## src/rdnr_pkg.sv

```systemverilog
// ----------------------------------------------------------------------------
// rdnr_pkg: shared types and constants of the rotation delay network reverb
// Register indexes, reset values, field widths and the multiplier control struct.
// ----------------------------------------------------------------------------
package rdnr_pkg;

	localparam int unsigned SAMPLE_BITS_DEF = 16;
	localparam int unsigned COEF_BITS_DEF   = 16;
	localparam int unsigned LINE_DEPTH_DEF  = 16384;
	localparam int unsigned LINE_COUNT      = 7;
	localparam int unsigned LEN_BITS        = 14;
	localparam int unsigned REG_COUNT       = 8;
	localparam int unsigned REG_BITS        = 64;
	localparam int unsigned IDX_BITS        = 3;
	localparam int unsigned SHIFT_BITS      = 6;

	// register indexes
	localparam logic [IDX_BITS-1:0] REG_FRONT_A = 3'd0;
	localparam logic [IDX_BITS-1:0] REG_FRONT_B = 3'd1;
	localparam logic [IDX_BITS-1:0] REG_OUT     = 3'd2;
	localparam logic [IDX_BITS-1:0] REG_ROW0    = 3'd3;
	localparam logic [IDX_BITS-1:0] REG_ROW1    = 3'd4;
	localparam logic [IDX_BITS-1:0] REG_ROW2    = 3'd5;
	localparam logic [IDX_BITS-1:0] REG_FLEN    = 3'd6;
	localparam logic [IDX_BITS-1:0] REG_BLEN    = 3'd7;

	localparam logic [63:0] RST_FRONT_A = 64'd140733193420799;
	localparam logic [63:0] RST_FRONT_B = 64'd140733193420799;
	localparam logic [63:0] RST_OUT     = 64'd28149215690751;
	localparam logic [47:0] RST_ROW0    = 48'd20613381046272;
	localparam logic [47:0] RST_ROW1    = 48'd120126254858240;
	localparam logic [47:0] RST_ROW2    = 48'd70371965426306;
	localparam logic [55:0] RST_FLEN    = 56'd4398314962945;
	localparam logic [41:0] RST_BLEN    = 42'd268451841;

	// control and status of the serial multiplier
	typedef struct packed {
		logic start;
		logic busy;
	} mul_ctl_t;

endpackage

```

## src/rdnr_mul.sv

```systemverilog
// ----------------------------------------------------------------------------
// rdnr_mul: bit-serial signed multiplier with Q1.x rounding
// Shift-add, one coefficient bit per cycle.
// ----------------------------------------------------------------------------
module rdnr_mul #(
	parameter int unsigned SAMPLE_BITS = rdnr_pkg::SAMPLE_BITS_DEF,
	parameter int unsigned COEF_BITS   = rdnr_pkg::COEF_BITS_DEF
) (
	input  logic                          clk,
	input  logic                          arst_n,
	input  logic                          start,
	input  logic signed [COEF_BITS-1:0]   coef,
	input  logic signed [SAMPLE_BITS-1:0] smp,
	output rdnr_pkg::mul_ctl_t            ctl,
	output logic signed [SAMPLE_BITS:0]   prod
);
	localparam int unsigned PW = SAMPLE_BITS + COEF_BITS;
	localparam int unsigned CW = $clog2(COEF_BITS + 1);

	logic [CW-1:0]          cnt_q;
	logic                   busy_q;
	logic [COEF_BITS-1:0]   cf_q;
	logic signed [PW-1:0]   acc_q;
	logic signed [PW-1:0]   mc_q;
	logic signed [PW-1:0]   term;
	logic signed [PW-1:0]   rnd_sum;

	// partial product of this step; top coefficient bit has negative weight
	always_comb begin
		term = cf_q[0] ? mc_q : '0;
		if (cnt_q == CW'(COEF_BITS - 1))
			term = -term;
	end

	// control
	always_ff @(posedge clk or negedge arst_n) begin
		if (!arst_n) begin
			busy_q <= 1'b0;
			cnt_q  <= '0;
		end else if (start) begin
			busy_q <= 1'b1;
			cnt_q  <= '0;
		end else if (busy_q) begin
			cnt_q <= cnt_q + 1'b1;
			if (cnt_q == CW'(COEF_BITS - 1))
				busy_q <= 1'b0;
		end
	end

	// datapath
	always_ff @(posedge clk) begin
		if (start) begin
			cf_q  <= coef;
			mc_q  <= PW'(smp);
			acc_q <= '0;
		end else if (busy_q) begin
			acc_q <= acc_q + term;
			mc_q  <= mc_q <<< 1;
			cf_q  <= cf_q >> 1;
		end
	end

	assign ctl.start = start;
	assign ctl.busy  = busy_q;

	// round half up then floor shift; result fits in SAMPLE_BITS+1
	assign rnd_sum = acc_q + (PW'(1) <<< (COEF_BITS - 2));
	assign prod    = rnd_sum[PW-1 -: SAMPLE_BITS+1];
endmodule

```

## config.mk

```make
export PLATFORM = sky130hd
export DESIGN_NAME = rdnr_mul
export DESIGN_NICKNAME = d
export VERILOG_FILES = /design/src/rdnr_pkg.sv /design/src/rdnr_mul.sv
export SDC_FILE = /design/constraint.sdc
export NUM_CORES = 1
export LEC_CHECK = 0
export ABC_AREA = 1
export BUFFER_PORTS_ARGS = -buffer_cell sky130_fd_sc_hd__buf_2
export CAP_MARGIN = 20
export CORE_ASPECT_RATIO = 0.5
export CORE_MARGIN = 2
export CORE_UTILIZATION = 60
export DETAILED_ROUTE_END_ITERATION = 8
export PLACE_DENSITY = 0.8
export SYNTH_ARGS = -nofsm -noshare
export SYNTH_HDL_FRONTEND = slang
export SYNTH_SLANG_ARGS = --single-unit
```

## constraint.sdc

```tcl
create_clock -name clk -period 4.2 [get_ports clk]
set_input_delay 0.21 -clock clk [delete_from_list [all_inputs] [get_ports clk]]
set_output_delay 0.21 -clock clk [all_outputs]
set_load 0.02 [all_outputs]
```

==> results.sh, run 1 <==
export IMPL_outcome="finished clean"
export IMPL_holdWs_ps=117
export IMPL_syn_area_per_cell_sq_um=7.05
export IMPL_slew_headroom_pct=53.6
export IMPL_start_util_pct=62.4
export IMPL_regArea_sq_mm=0.00223
export IMPL_multiInputGateArea_sq_mm=0.00381
export IMPL_required_ps=4490
export IMPL_cts_root_buffer="clkbuf_16"
export IMPL_cp_slowest_cell="edfxtp_1"
export IMPL_rsz0062_at_grt="false"
export IMPL_synth_fp_nets=994
export IMPL_end_kind="flop"
export IMPL_gr_total_overflow=0
export IMPL_cts_setup_buffers=0
export IMPL_drt_iter0_markers=551
export IMPL_cts_tree="built"
export IMPL_antenna_found_initial=0
export IMPL_hold_depth=3
export IMPL_drt_wl_total_um=16500
export IMPL_async_reset_ff_share_pct=6.98
export IMPL_cts_made_buffers=9
export IMPL_ir_worst_vdd_mv=0.247
export IMPL_worst_skew_pair_late_latency_ps=350
export IMPL_ios=54
export IMPL_drc=0
export IMPL_io_buffer_count=53
export IMPL_antenna_cells=0
export IMPL_grt_max_degree=55
export IMPL_synth_main_ff_cell="edfxtp_1"
export IMPL_syn_area_sq_mm=0.00645
export IMPL_grt_total_usage_pct=29.6
export IMPL_yosysSeqAreaShare_pct=34.6
export IMPL_synth_edf_count=48
export IMPL_via_count=6036
export IMPL_routabilityCongestion=0.967
export IMPL_synth_area_leaders="edfxtp_1, nand2_1, dfxtp_1, ha_1, o21ai_0"
export IMPL_fin_skew_ps=8.44
export IMPL_met3_usage_pct=5.65
export IMPL_cts_sinks=86
export IMPL_yosysMostFrequentCell="nand2_1"
export IMPL_finalNonFillerCells=1108
export IMPL_worstRegToRegCells=26
export IMPL_nets=1041
export IMPL_coreArea_sq_mm=0.0103
export IMPL_max_clock_freq_mhz=266
export IMPL_cts_htree_levels=3
export IMPL_yosys_top_cells_count="nand2_1, inv_1, nor2_1"
export IMPL_clock_tree_buffer_depth=2
export IMPL_dp_hpwl_um=12600
export IMPL_crit_fanout=47
export IMPL_clk_pin_slew_ps=70
export IMPL_synth_top_area_share_pct=22.3
export IMPL_post_synth_num_cell_types=43
export IMPL_die_h_um=77.3
export IMPL_drv_cap=0
export IMPL_nFillCells=900
export IMPL_slew_viol_final=0
export IMPL_crit_top_cell="nand2_1"
export IMPL_fp_dieArea_sq_mm=0.0117
export IMPL_busiest_layer="met1"
export IMPL_worst_pin_slew_ps=688
export IMPL_finalSetupViolations=0
export IMPL_firstDrtPassIters=8
export IMPL_yosys_area_top_type="edfxtp_1"
export IMPL_die_w_um=151
export IMPL_fin_total_pwr_w=0.00247
export IMPL_avgRoutedWirePerCell_um=14.9
export IMPL_grt_use_met2_pct=44.3
export IMPL_grt_pass1_vias=5487
export IMPL_ant_nets=0
export IMPL_period_minus_slack_ps=3750
export IMPL_place_inst=1090
export IMPL_syn_to_final_growth_pct=10.7
export IMPL_criticalPathCategory="flop to flop"
export IMPL_grt_pass1_wl_um=26800
export IMPL_p_leak_nw=3.47
export IMPL_powerDensity_mw_per_mm2=346
export IMPL_start_kind="flop"
export IMPL_synth_seq_cells=86
export IMPL_vias_per_cell=5.45
export IMPL_min_path_type="primary input to flop"
export IMPL_arrival_ps=4040
export IMPL_cpPeakStageDelay_ps=430
export IMPL_fp_row_count=26
export IMPL_grtUsageMet1_pct=44.5
export IMPL_drive_above_1_share_pct=10.4
export IMPL_netlist_instances=916
export IMPL_post_route_period_util_pct=89.4
export IMPL_tns_ps=0
export IMPL_yosysWarnings=0
export IMPL_finalHoldViolCount=0
## layout make-up
cell class              instances  area share (%)
clock buffers                  10            3.20
inverters                      77            4.04
multi-input cells             728            53.4
well taps                     140            2.45
repair buffers                 61            4.76
clock inverters                 6           0.963
flip-flops and latches         86            31.2
## sequential cells by signal, summed over array words and instances (netlist names)
register  flops
acc_q        32
busy_q        1
cf_q         16
cnt_q         5
mc_q         32
## power breakdown
| part | switching [W] | leakage (nW) | internal, W | total [W] |
|---|---|---|---|---|
| sequential | 0.0000834 | 0.869 | 0.000982 | 0.00107 |
| combinational | 0.000372 | 2.45 | 0.000205 | 0.000577 |
| clock | 0.000365 | 0.143 | 0.000466 | 0.000832 |
| total | 0.000821 | 3.47 | 0.00165 | 0.00247 |
## layer usage
layer / share of wire, % / routed length, um / vias to the layer above
met5: 0 / 0 / -
met3: 8.5 / 1410 / 25
li1: - / - / 3083
met2: 41 / 6810 / 234
met1: 49 / 8150 / 2694
met4: 1.1 / 187 / 0
## worst max-delay path, delay by kind of cell, from the launching register on
kind	cells	cell delay [ps]
and+or+nand+nor	19	1790
DFF	1	430
xor gates and xnor gates	1	400
buffers and inverters	3	390
adders and majority gates	1	340
AOI/OAI and AO/OA	2	330
## final timing paths
check                                  startpoint                     end  slack (ps)
max                             cf_q[0]$_DFFE_PP_  acc_q[31]$_SDFFE_PP0P_         450
min                                      coef[15]  cf_q[15]$_SDFFCE_PN0P_         120
max reg2reg                     cf_q[0]$_DFFE_PP_  acc_q[31]$_SDFFE_PP0P_         450
min reg2reg                acc_q[11]$_SDFFE_PP0P_  acc_q[11]$_SDFFE_PP0P_         460
max in group asynchronous                  arst_n    cnt_q[2]$_DFFE_PN0P_        3840
min in group asynchronous                  arst_n        busy_q$_DFF_PN0_         210
## kinds of logic (layout without fill, tap and decap cells)
logic type      Yosys count  in the layout  synth area share (%)
xor+xnor                 51             51                  6.92
buf+inv                 102            154                  6.45
compound gates          148            148                  12.4
simple gates            486            486                  31.2
flops                    86             86                  34.6
fa+ha+maj                43             43                  8.45
## timing repair
item                                    in CTS  in global routing
hold buffers                                 1                  0
endpoints found under the setup margin       0                  1
endpoints found under the hold margin        6                  0
resized for setup                            0                  1
## cells in the final DEF, fill, tap and decap left out, drive strengths merged, types with 8 or more instances in the layout
master / instances
o21bai: 9
buf: 60
clkbuf: 10
inv: 76
nand2: 351
a21oi: 53
ha: 42
dfxtp: 32
xnor2: 22
o21ai: 74
edfxtp: 48
nor3: 11
nand4: 8
xor2: 29
nand3: 30
nor2: 77
## stage by stage
| step | setup WS [ps] | cell area (sq um) | util (%) |
|---|---|---|---|
| 2_1_floorplan | 1030 | 6450 | - |
| 4_1_cts | 448 | 7120 | 68.9 |
| 3_3_place_gp | 507 | 6820 | 65.9 |
| 5_1_grt | 102 | 7150 | 69.1 |
| 3_5_place_dp | 475 | 6820 | 65.9 |
| 6_report | 447 | 7150 | 69.1 |
(Power assumes the default switching activity.)
==> run 2, diff against run 1 <==
==> constraint.sdc (replaced) <==
create_clock -name clk -period 4.4 [get_ports clk]
set_input_delay 0.22 -clock clk [delete_from_list [all_inputs] [get_ports clk]]
set_output_delay 0.22 -clock clk [all_outputs]
set_load 0.02 [all_outputs]
==> run 2 against run 1 <==
Critical path depth is 2 lower. Combinational power decreased by 4.5%. Final cell count did not move. Cell area is 0.32% lower. Largest cell class unchanged. Wire length fell by 1.0%.
==> results.sh, run 2 (synthesized netlist as in run 1, its figures left out) <==
export IMPL_firstDrtPassIters=5
export IMPL_met3_usage_pct=4.94
export IMPL_drt_wl_total_um=16400
export IMPL_routabilityCongestion=0.925
export IMPL_via_count=6015
export IMPL_ios=54
export IMPL_nets=1041
export IMPL_busiest_layer="met1"
export IMPL_reg_top3="acc_q x32, mc_q x32, cf_q x16"
export IMPL_drive_above_1_share_pct=10.4
export IMPL_syn_to_final_growth_pct=10.4
export IMPL_grt_total_usage_pct=29.8
export IMPL_max_clock_freq_mhz=268
export IMPL_critPathLaunch="cf_q[0]$_DFFE_PP_"
export IMPL_cts_sinks=86
export IMPL_slew_headroom_pct=53.1
export IMPL_powerDensity_mw_per_mm2=329
export IMPL_die_w_um=151
export IMPL_place_area_sq_mm=0.00682
export IMPL_worstRegToRegCells=24
export IMPL_io_buffer_count=53
export IMPL_start_util_pct=62.4
export IMPL_r2r_slack_ps=660
export IMPL_antenna_found_initial=0
export IMPL_outcome="finished clean"
export IMPL_required_ps=4650
export IMPL_ant_nets=0
export IMPL_worst_skew_pair_late_latency_ps=350
export IMPL_cp_slowest_cell="edfxtp_1"
export IMPL_cpPeakStageDelay_ps=450
export IMPL_worstReg2RegStart="cf_q[0]$_DFFE_PP_"
export IMPL_dp_hpwl_um=12500
export IMPL_cp_top_family="simple AND/OR/NAND/NOR gates"
export IMPL_slew_viol_final=0
export IMPL_fin_skew_ps=12.0
export IMPL_criticalPathCategory="flop to flop"
export IMPL_cts_tree="built"
export IMPL_cts_root_buffer="clkbuf_16"
export IMPL_end_kind="flop"
export IMPL_rsz0062_at_grt="false"
export IMPL_coreArea_sq_mm=0.0103
export IMPL_clk_pin_slew_ps=70
export IMPL_clock_tree_buffer_depth=2
export IMPL_min_path_type="primary input to flop"
export IMPL_r2r_end="acc_q[31]$_SDFFE_PP0P_"
export IMPL_final_area_sq_mm=0.00713
export IMPL_layout_commonest_cell="nand2_1"
export IMPL_grtUsageMet1_pct=46.5
export IMPL_drc=0
export IMPL_period_minus_slack_ps=3740
export IMPL_tns_ps=0
export IMPL_critPathCapture="acc_q[31]$_SDFFE_PP0P_"
export IMPL_cts_htree_levels=3
export IMPL_vias_per_cell=5.43
export IMPL_grt_pass1_vias=5480
export IMPL_grt_max_degree=55
export IMPL_arrival_ps=3990
export IMPL_drv_cap=0
export IMPL_crit_top_cell="nand2_1"
export IMPL_p_leak_nw=3.46
export IMPL_crit_fanout=47
export IMPL_ir_worst_vdd_mv=0.185
export IMPL_antenna_cells=0
export IMPL_worst_pin_slew_ps=700
export IMPL_final_cell_mix="nand2_1, inv_1, nor2_1"
export IMPL_post_route_period_util_pct=84.9
export IMPL_fin_total_pwr_w=0.00234
export IMPL_finalSetupViolations=0
export IMPL_crit_cells=24
export IMPL_die_h_um=77.3
export IMPL_grt_pass1_wl_um=27200
export IMPL_gr_total_overflow=0
export IMPL_start_kind="flop"
export IMPL_finalHoldViolCount=0
export IMPL_path_cells="buf_4 > nand2_1 > nand2_2 > nor2_2 > nand2_1 > nor2_4 > nand3_2 > nor2_4 > nand2_2 > nand2_1 > o21ai_1 > xnor2_1 > ha_1 > nand2_1 > nor3_1 > nand2_1 > nor3_1 > nand2_1 > nand2_1 > nand2_1 > nand2_1 > nor2_1 > nor2_1 > nor2_1"
export IMPL_fp_dieArea_sq_mm=0.0117
export IMPL_fp_row_count=26
export IMPL_avgRoutedWirePerCell_um=14.8
export IMPL_crit_buf_inv=1
export IMPL_nFillCells=892
export IMPL_drt_iter0_markers=572
export IMPL_grt_use_met2_pct=43.8
export IMPL_cts_made_buffers=9
-- run 2: through the flow --
stage	std cells	utilization, %	hold WS, ps	setup WS, ps
floorplan	916	-	-75.6	1230
global placement	1091	66.0	46.3	910
detailed placement	1091	66.0	45.6	771
CTS	1108	68.9	121	738
global route	1108	68.9	144	317
finish	1108	68.9	126	662
-- run 2: worst min-delay path by stage --
stage / endpoint / cells after the start / slack [ps] / start
2_1_floorplan: busy_q$_DFF_PN0_ / 0 / -80 / arst_n
3_3_place_gp: cnt_q[3]$_DFFE_PN0P_ / 1 / 50 / arst_n
3_5_place_dp: cnt_q[4]$_DFFE_PN0P_ / 1 / 50 / arst_n
4_1_cts: cf_q[15]$_SDFFCE_PN0P_ / 3 / 120 / coef[15]
5_1_grt: cf_q[14]$_DFFE_PP_ / 3 / 140 / coef[14]
6_report: cf_q[15]$_SDFFCE_PN0P_ / 3 / 130 / coef[15]
-- run 2: layout make-up --
| class | count | area (sq um) | share of cell area (%) |
|---|---|---|---|
| flip-flops and latches | 86 | 2230 | 31.3 |
| repair buffers | 61 | 328 | 4.60 |
| inverters | 77 | 289 | 4.06 |
| well taps | 140 | 175 | 2.46 |
| multi-input cells | 728 | 3810 | 53.5 |
| clock inverters | 7 | 67.6 | 0.948 |
| clock buffers | 9 | 225 | 3.16 |
-- run 2: layer usage --
metal  share of wire, %  routed length [um]
met4               0.58                  95
met2                 41                6700
met5                  0                   0
met3                7.4                1210
met1                 51                8380
-- run 2: where the power goes --
part | switching (W) | internal, W
Combinational | 0.000353 | 0.000197
Sequential | 0.0000802 | 0.000937
Clock | 0.000375 | 0.000399
Total | 0.000809 | 0.00153
-- run 2: repair_timing --
| action | in CTS | in global routing |
|---|---|---|
| hold buffers | 1 | 0 |
| buffers inserted | 0 | 0 |
| endpoints found under the hold margin | 6 | 0 |
| gates resized for setup | 0 | 0 |
-- run 2: worst min-delay path: stages --
cell and delay [ps]:
buf_2 70, nand2_1 40, inv_1 40
==> run 3, diff against run 2 <==
--- a/config.mk
+++ b/config.mk
@@ -5,14 +5,14 @@
 export SDC_FILE = /design/constraint.sdc
 export NUM_CORES = 1
 export LEC_CHECK = 0
-export ABC_AREA = 1
+export ABC_AREA = 0
 export BUFFER_PORTS_ARGS = -buffer_cell sky130_fd_sc_hd__buf_2
 export CAP_MARGIN = 20
 export CORE_ASPECT_RATIO = 0.5
 export CORE_MARGIN = 2
-export CORE_UTILIZATION = 60
+export CORE_UTILIZATION = 55
 export DETAILED_ROUTE_END_ITERATION = 8
-export PLACE_DENSITY = 0.8
+export PLACE_DENSITY = 0.77
 export SYNTH_ARGS = -nofsm -noshare
 export SYNTH_HDL_FRONTEND = slang
 export SYNTH_SLANG_ARGS = --single-unit
==> constraint.sdc (replaced) <==
create_clock -name clk -period 3.15 [get_ports clk]
set_input_delay 0.1575 -clock clk [delete_from_list [all_inputs] [get_ports clk]]
set_output_delay 0.1575 -clock clk [all_outputs]
set_load 0.02 [all_outputs]
==> run 3 against run 2 <==
The run now ends with setup timing left. Synthesized area rose by 0.68%. Cell area grew 32%. Wire length is 42% higher. Synthesized cell count down 22%. Critical path depth down 8. Combinational power grew to 4.0 times the previous value. Largest cell class unchanged.
==> results.sh, run 3 <==
export IMPL_violations="setup timing"
export IMPL_dp_hpwl_um=13100
export IMPL_layout_commonest_cell="buf_4"
export IMPL_drc=0
export IMPL_rsz0062_at_grt="true"
export IMPL_finalNonFillerCells=1112
export IMPL_place_inst=1065
export IMPL_tns_ps=-25440
export IMPL_coreArea_sq_mm=0.0112
export IMPL_synth_fa_ha_area_share_pct=8.39
export IMPL_worst_skew_pair_late_latency_ps=380
export IMPL_antenna_cells=0
export IMPL_synth_seq_cells=86
export IMPL_required_ps=3390
export IMPL_grt_pass1_vias=6148
export IMPL_fin_skew_ps=18.1
export IMPL_nFillCells=570
export IMPL_slew_viol_final=0
export IMPL_synth_edf_count=48
export IMPL_period_minus_slack_ps=4500
export IMPL_fin_total_pwr_w=0.00487
export IMPL_cp_slowest_cell="edfxtp_1"
export IMPL_die_w_um=158
export IMPL_avgRoutedWirePerCell_um=20.9
export IMPL_synth_area_leaders="edfxtp_1, dfxtp_1, ha_1, mux2_2, mux2i_1"
export IMPL_yosysWarnings=0
export IMPL_ir_worst_vdd_mv=0.410
export IMPL_post_synth_num_cell_types=73
export IMPL_final_util_pct=83.5
export IMPL_fp_row_count=27
export IMPL_yosysSeqAreaShare_pct=34.3
export IMPL_clk_pin_slew_ps=80
export IMPL_die_h_um=80.9
export IMPL_start_util_pct=57.8
export IMPL_routabilityCongestion=0.906
export IMPL_drt_wl_total_um=23200
export IMPL_syn_to_final_growth_pct=44.6
export IMPL_drive_above_1_share_pct=41.9
export IMPL_gr_total_overflow=0
export IMPL_cts_sinks=86
export IMPL_p_leak_nw=4.43
export IMPL_synth_compound_area_share_pct=18.8
export IMPL_crit_fanout=5
export IMPL_crit_buf_inv=1
export IMPL_vias_per_cell=6.32
export IMPL_via_count=7028
export IMPL_cts_tree="built"
export IMPL_firstDrtPassIters=8
export IMPL_cts_root_buffer="clkbuf_16"
export IMPL_netlist_instances=719
export IMPL_grt_max_degree=58
export IMPL_drv_cap=0
export IMPL_yosysMostFrequentCell="nand2_1"
export IMPL_drt_iter0_markers=1114
export IMPL_nets=1026
export IMPL_cpPeakStageDelay_ps=460
export IMPL_holdWs_ps=71.0
export IMPL_reg_top3="acc_q x32, mc_q x32, cf_q x16"
export IMPL_synth_fp_nets=797
export IMPL_criticalPathCategory="flop to flop"
export IMPL_grt_pass1_wl_um=31100
export IMPL_path_cells="or3_1 > o21a_1 > or3_1 > o31ai_1 > xnor2_1 > and2_1 > ha_1 > buf_4 > nand3_1 > a21boi_0 > o21ai_1 > o2111ai_4 > a311oi_2 > nor3_2 > o31ai_1 > o211ai_1"
export IMPL_ant_nets=0
export IMPL_slew_headroom_pct=49.3
export IMPL_arrival_ps=4740
export IMPL_syn_area_sq_mm=0.00650
export IMPL_synth_main_ff_cell="edfxtp_1"
export IMPL_syn_area_per_cell_sq_um=9.04
export IMPL_synth_xor_area_share_pct=7.41
export IMPL_synth_top_family_by_area="compound AO/OA/AOI/OAI gates"
export IMPL_grt_total_usage_pct=31.7
export IMPL_ios=54
export IMPL_antenna_found_initial=0
export IMPL_clock_tree_buffer_depth=2
export IMPL_fp_dieArea_sq_mm=0.0128
export IMPL_start_kind="flop"
export IMPL_max_clock_freq_mhz=222
export IMPL_finalHoldViolCount=0
export IMPL_cts_htree_levels=3
export IMPL_final_cell_mix="buf_4, nand2_1, nor2_1, buf_2, edfxtp_1"
export IMPL_cp_top_family="compound AO/OA/AOI/OAI gates"
export IMPL_yosys_top_cells_count="nand2_1, nor2_1, edfxtp_1"
export IMPL_end_kind="flop"
export IMPL_outcome="finished with violations"
export IMPL_worst_pin_slew_ps=760
export IMPL_finalSetupViolations=27
export IMPL_yosys_area_share_simple_pct=17.8
export IMPL_synth_area_mux_share_pct=9.51
export IMPL_finalWorstSetupSlack_ps=-1350
export IMPL_io_buffer_count=53
export IMPL_min_path_type="primary input to flop"
export IMPL_cts_made_buffers=9
export IMPL_yosys_area_top_type="edfxtp_1"
export IMPL_synth_top_area_share_pct=22.2
export IMPL_powerDensity_mw_per_mm2=518
export IMPL_post_route_period_util_pct=143
export IMPL_async_reset_ff_share_pct=6.98
[run 3: cell types whose count changed in the layout (fill, tap and decap cells not counted), sizes merged, moves of 11 or more]
cell    before  now
a21o         2   25
nand2      351   72
mux2i        0   28
o21ai       74   50
a21oi       53   39
o31ai        0   11
inv         78   31
nor2        77   60
mux2         0   30
buf         60  252
a211oi       0   11
[run 3: report_power, final]
part           total, W  internal [W]  switching [W]
sequential      0.00153       0.00135       0.000175
combinational   0.00223       0.00109        0.00114
clock           0.00112      0.000557       0.000562
[run 3: path summary, 6_finish.rpt]
path                                                to               start  slack, ps  cells after the start
worst max-delay path            acc_q[29]$_SDFFE_PP0P_   mc_q[4]$_DFFE_PP_      -1350                     16
worst min-delay path            cf_q[15]$_SDFFCE_PN0P_            coef[15]         70                      2
worst max register to register  acc_q[29]$_SDFFE_PP0P_   mc_q[4]$_DFFE_PP_      -1350                     16
worst min register to register      cf_q[11]$_DFFE_PP_  cf_q[12]$_DFFE_PP_        550                      1
max in group asynchronous             busy_q$_DFF_PN0_              arst_n       2790                      2
min in group asynchronous         cnt_q[0]$_DFFE_PN0P_              arst_n        200                      2
[run 3: layer usage]
metal | GRT usage (%) | vias to the layer above | wire [um]
met4 | 10.0 | 0 | 1100
li1 | - | 3085 | -
met1 | 41.8 | 3311 | 9190
met2 | 52.9 | 480 | 10700
met5 | 0 | - | 0
met3 | 6.78 | 152 | 2260
[run 3: what timing repair did]
item / CTS / global route
hold buffers: 1 / 0
pin swaps: 41 / 51
hold endpoints to repair: 6 / 0
endpoints found under the setup margin: 27 / 28
setup buffers: 23 / 14
resized for setup: 38 / 79
[run 3: cells by family (layout without fill, tap and decap cells)]
logic type                 count (synthesis)  count (layout)
AOI/OAI and AO/OA                        181             181
buffers and inverters                     62             296
muxes                                     58              58
xor gates and xnor gates                  55              55
DFF                                       86              86
and+or+nand+nor                          234             234
adders and majority gates                 43              43
[run 3: metrics by stage]
step / area (sq um) / worst slack (ps)
4_1_cts: 8860 / -1050
6_report: 9400 / -1350
3_3_place_gp: 8210 / -987
5_1_grt: 9400 / -1450
3_5_place_dp: 8210 / -1100
2_1_floorplan: 6630 / -991
[run 3: layout make-up]
cell class                      count  area [sq um]  area share [%]
Tap cell                          159           199            2.12
Clock buffer                        9           225            2.40
Inverter                           27           101            1.08
Clock inverter                      7          67.6           0.719
Timing Repair Buffer              253          1870            19.9
Multi-Input combinational cell    571          4700            50.0
Sequential cell                    86          2230            23.8
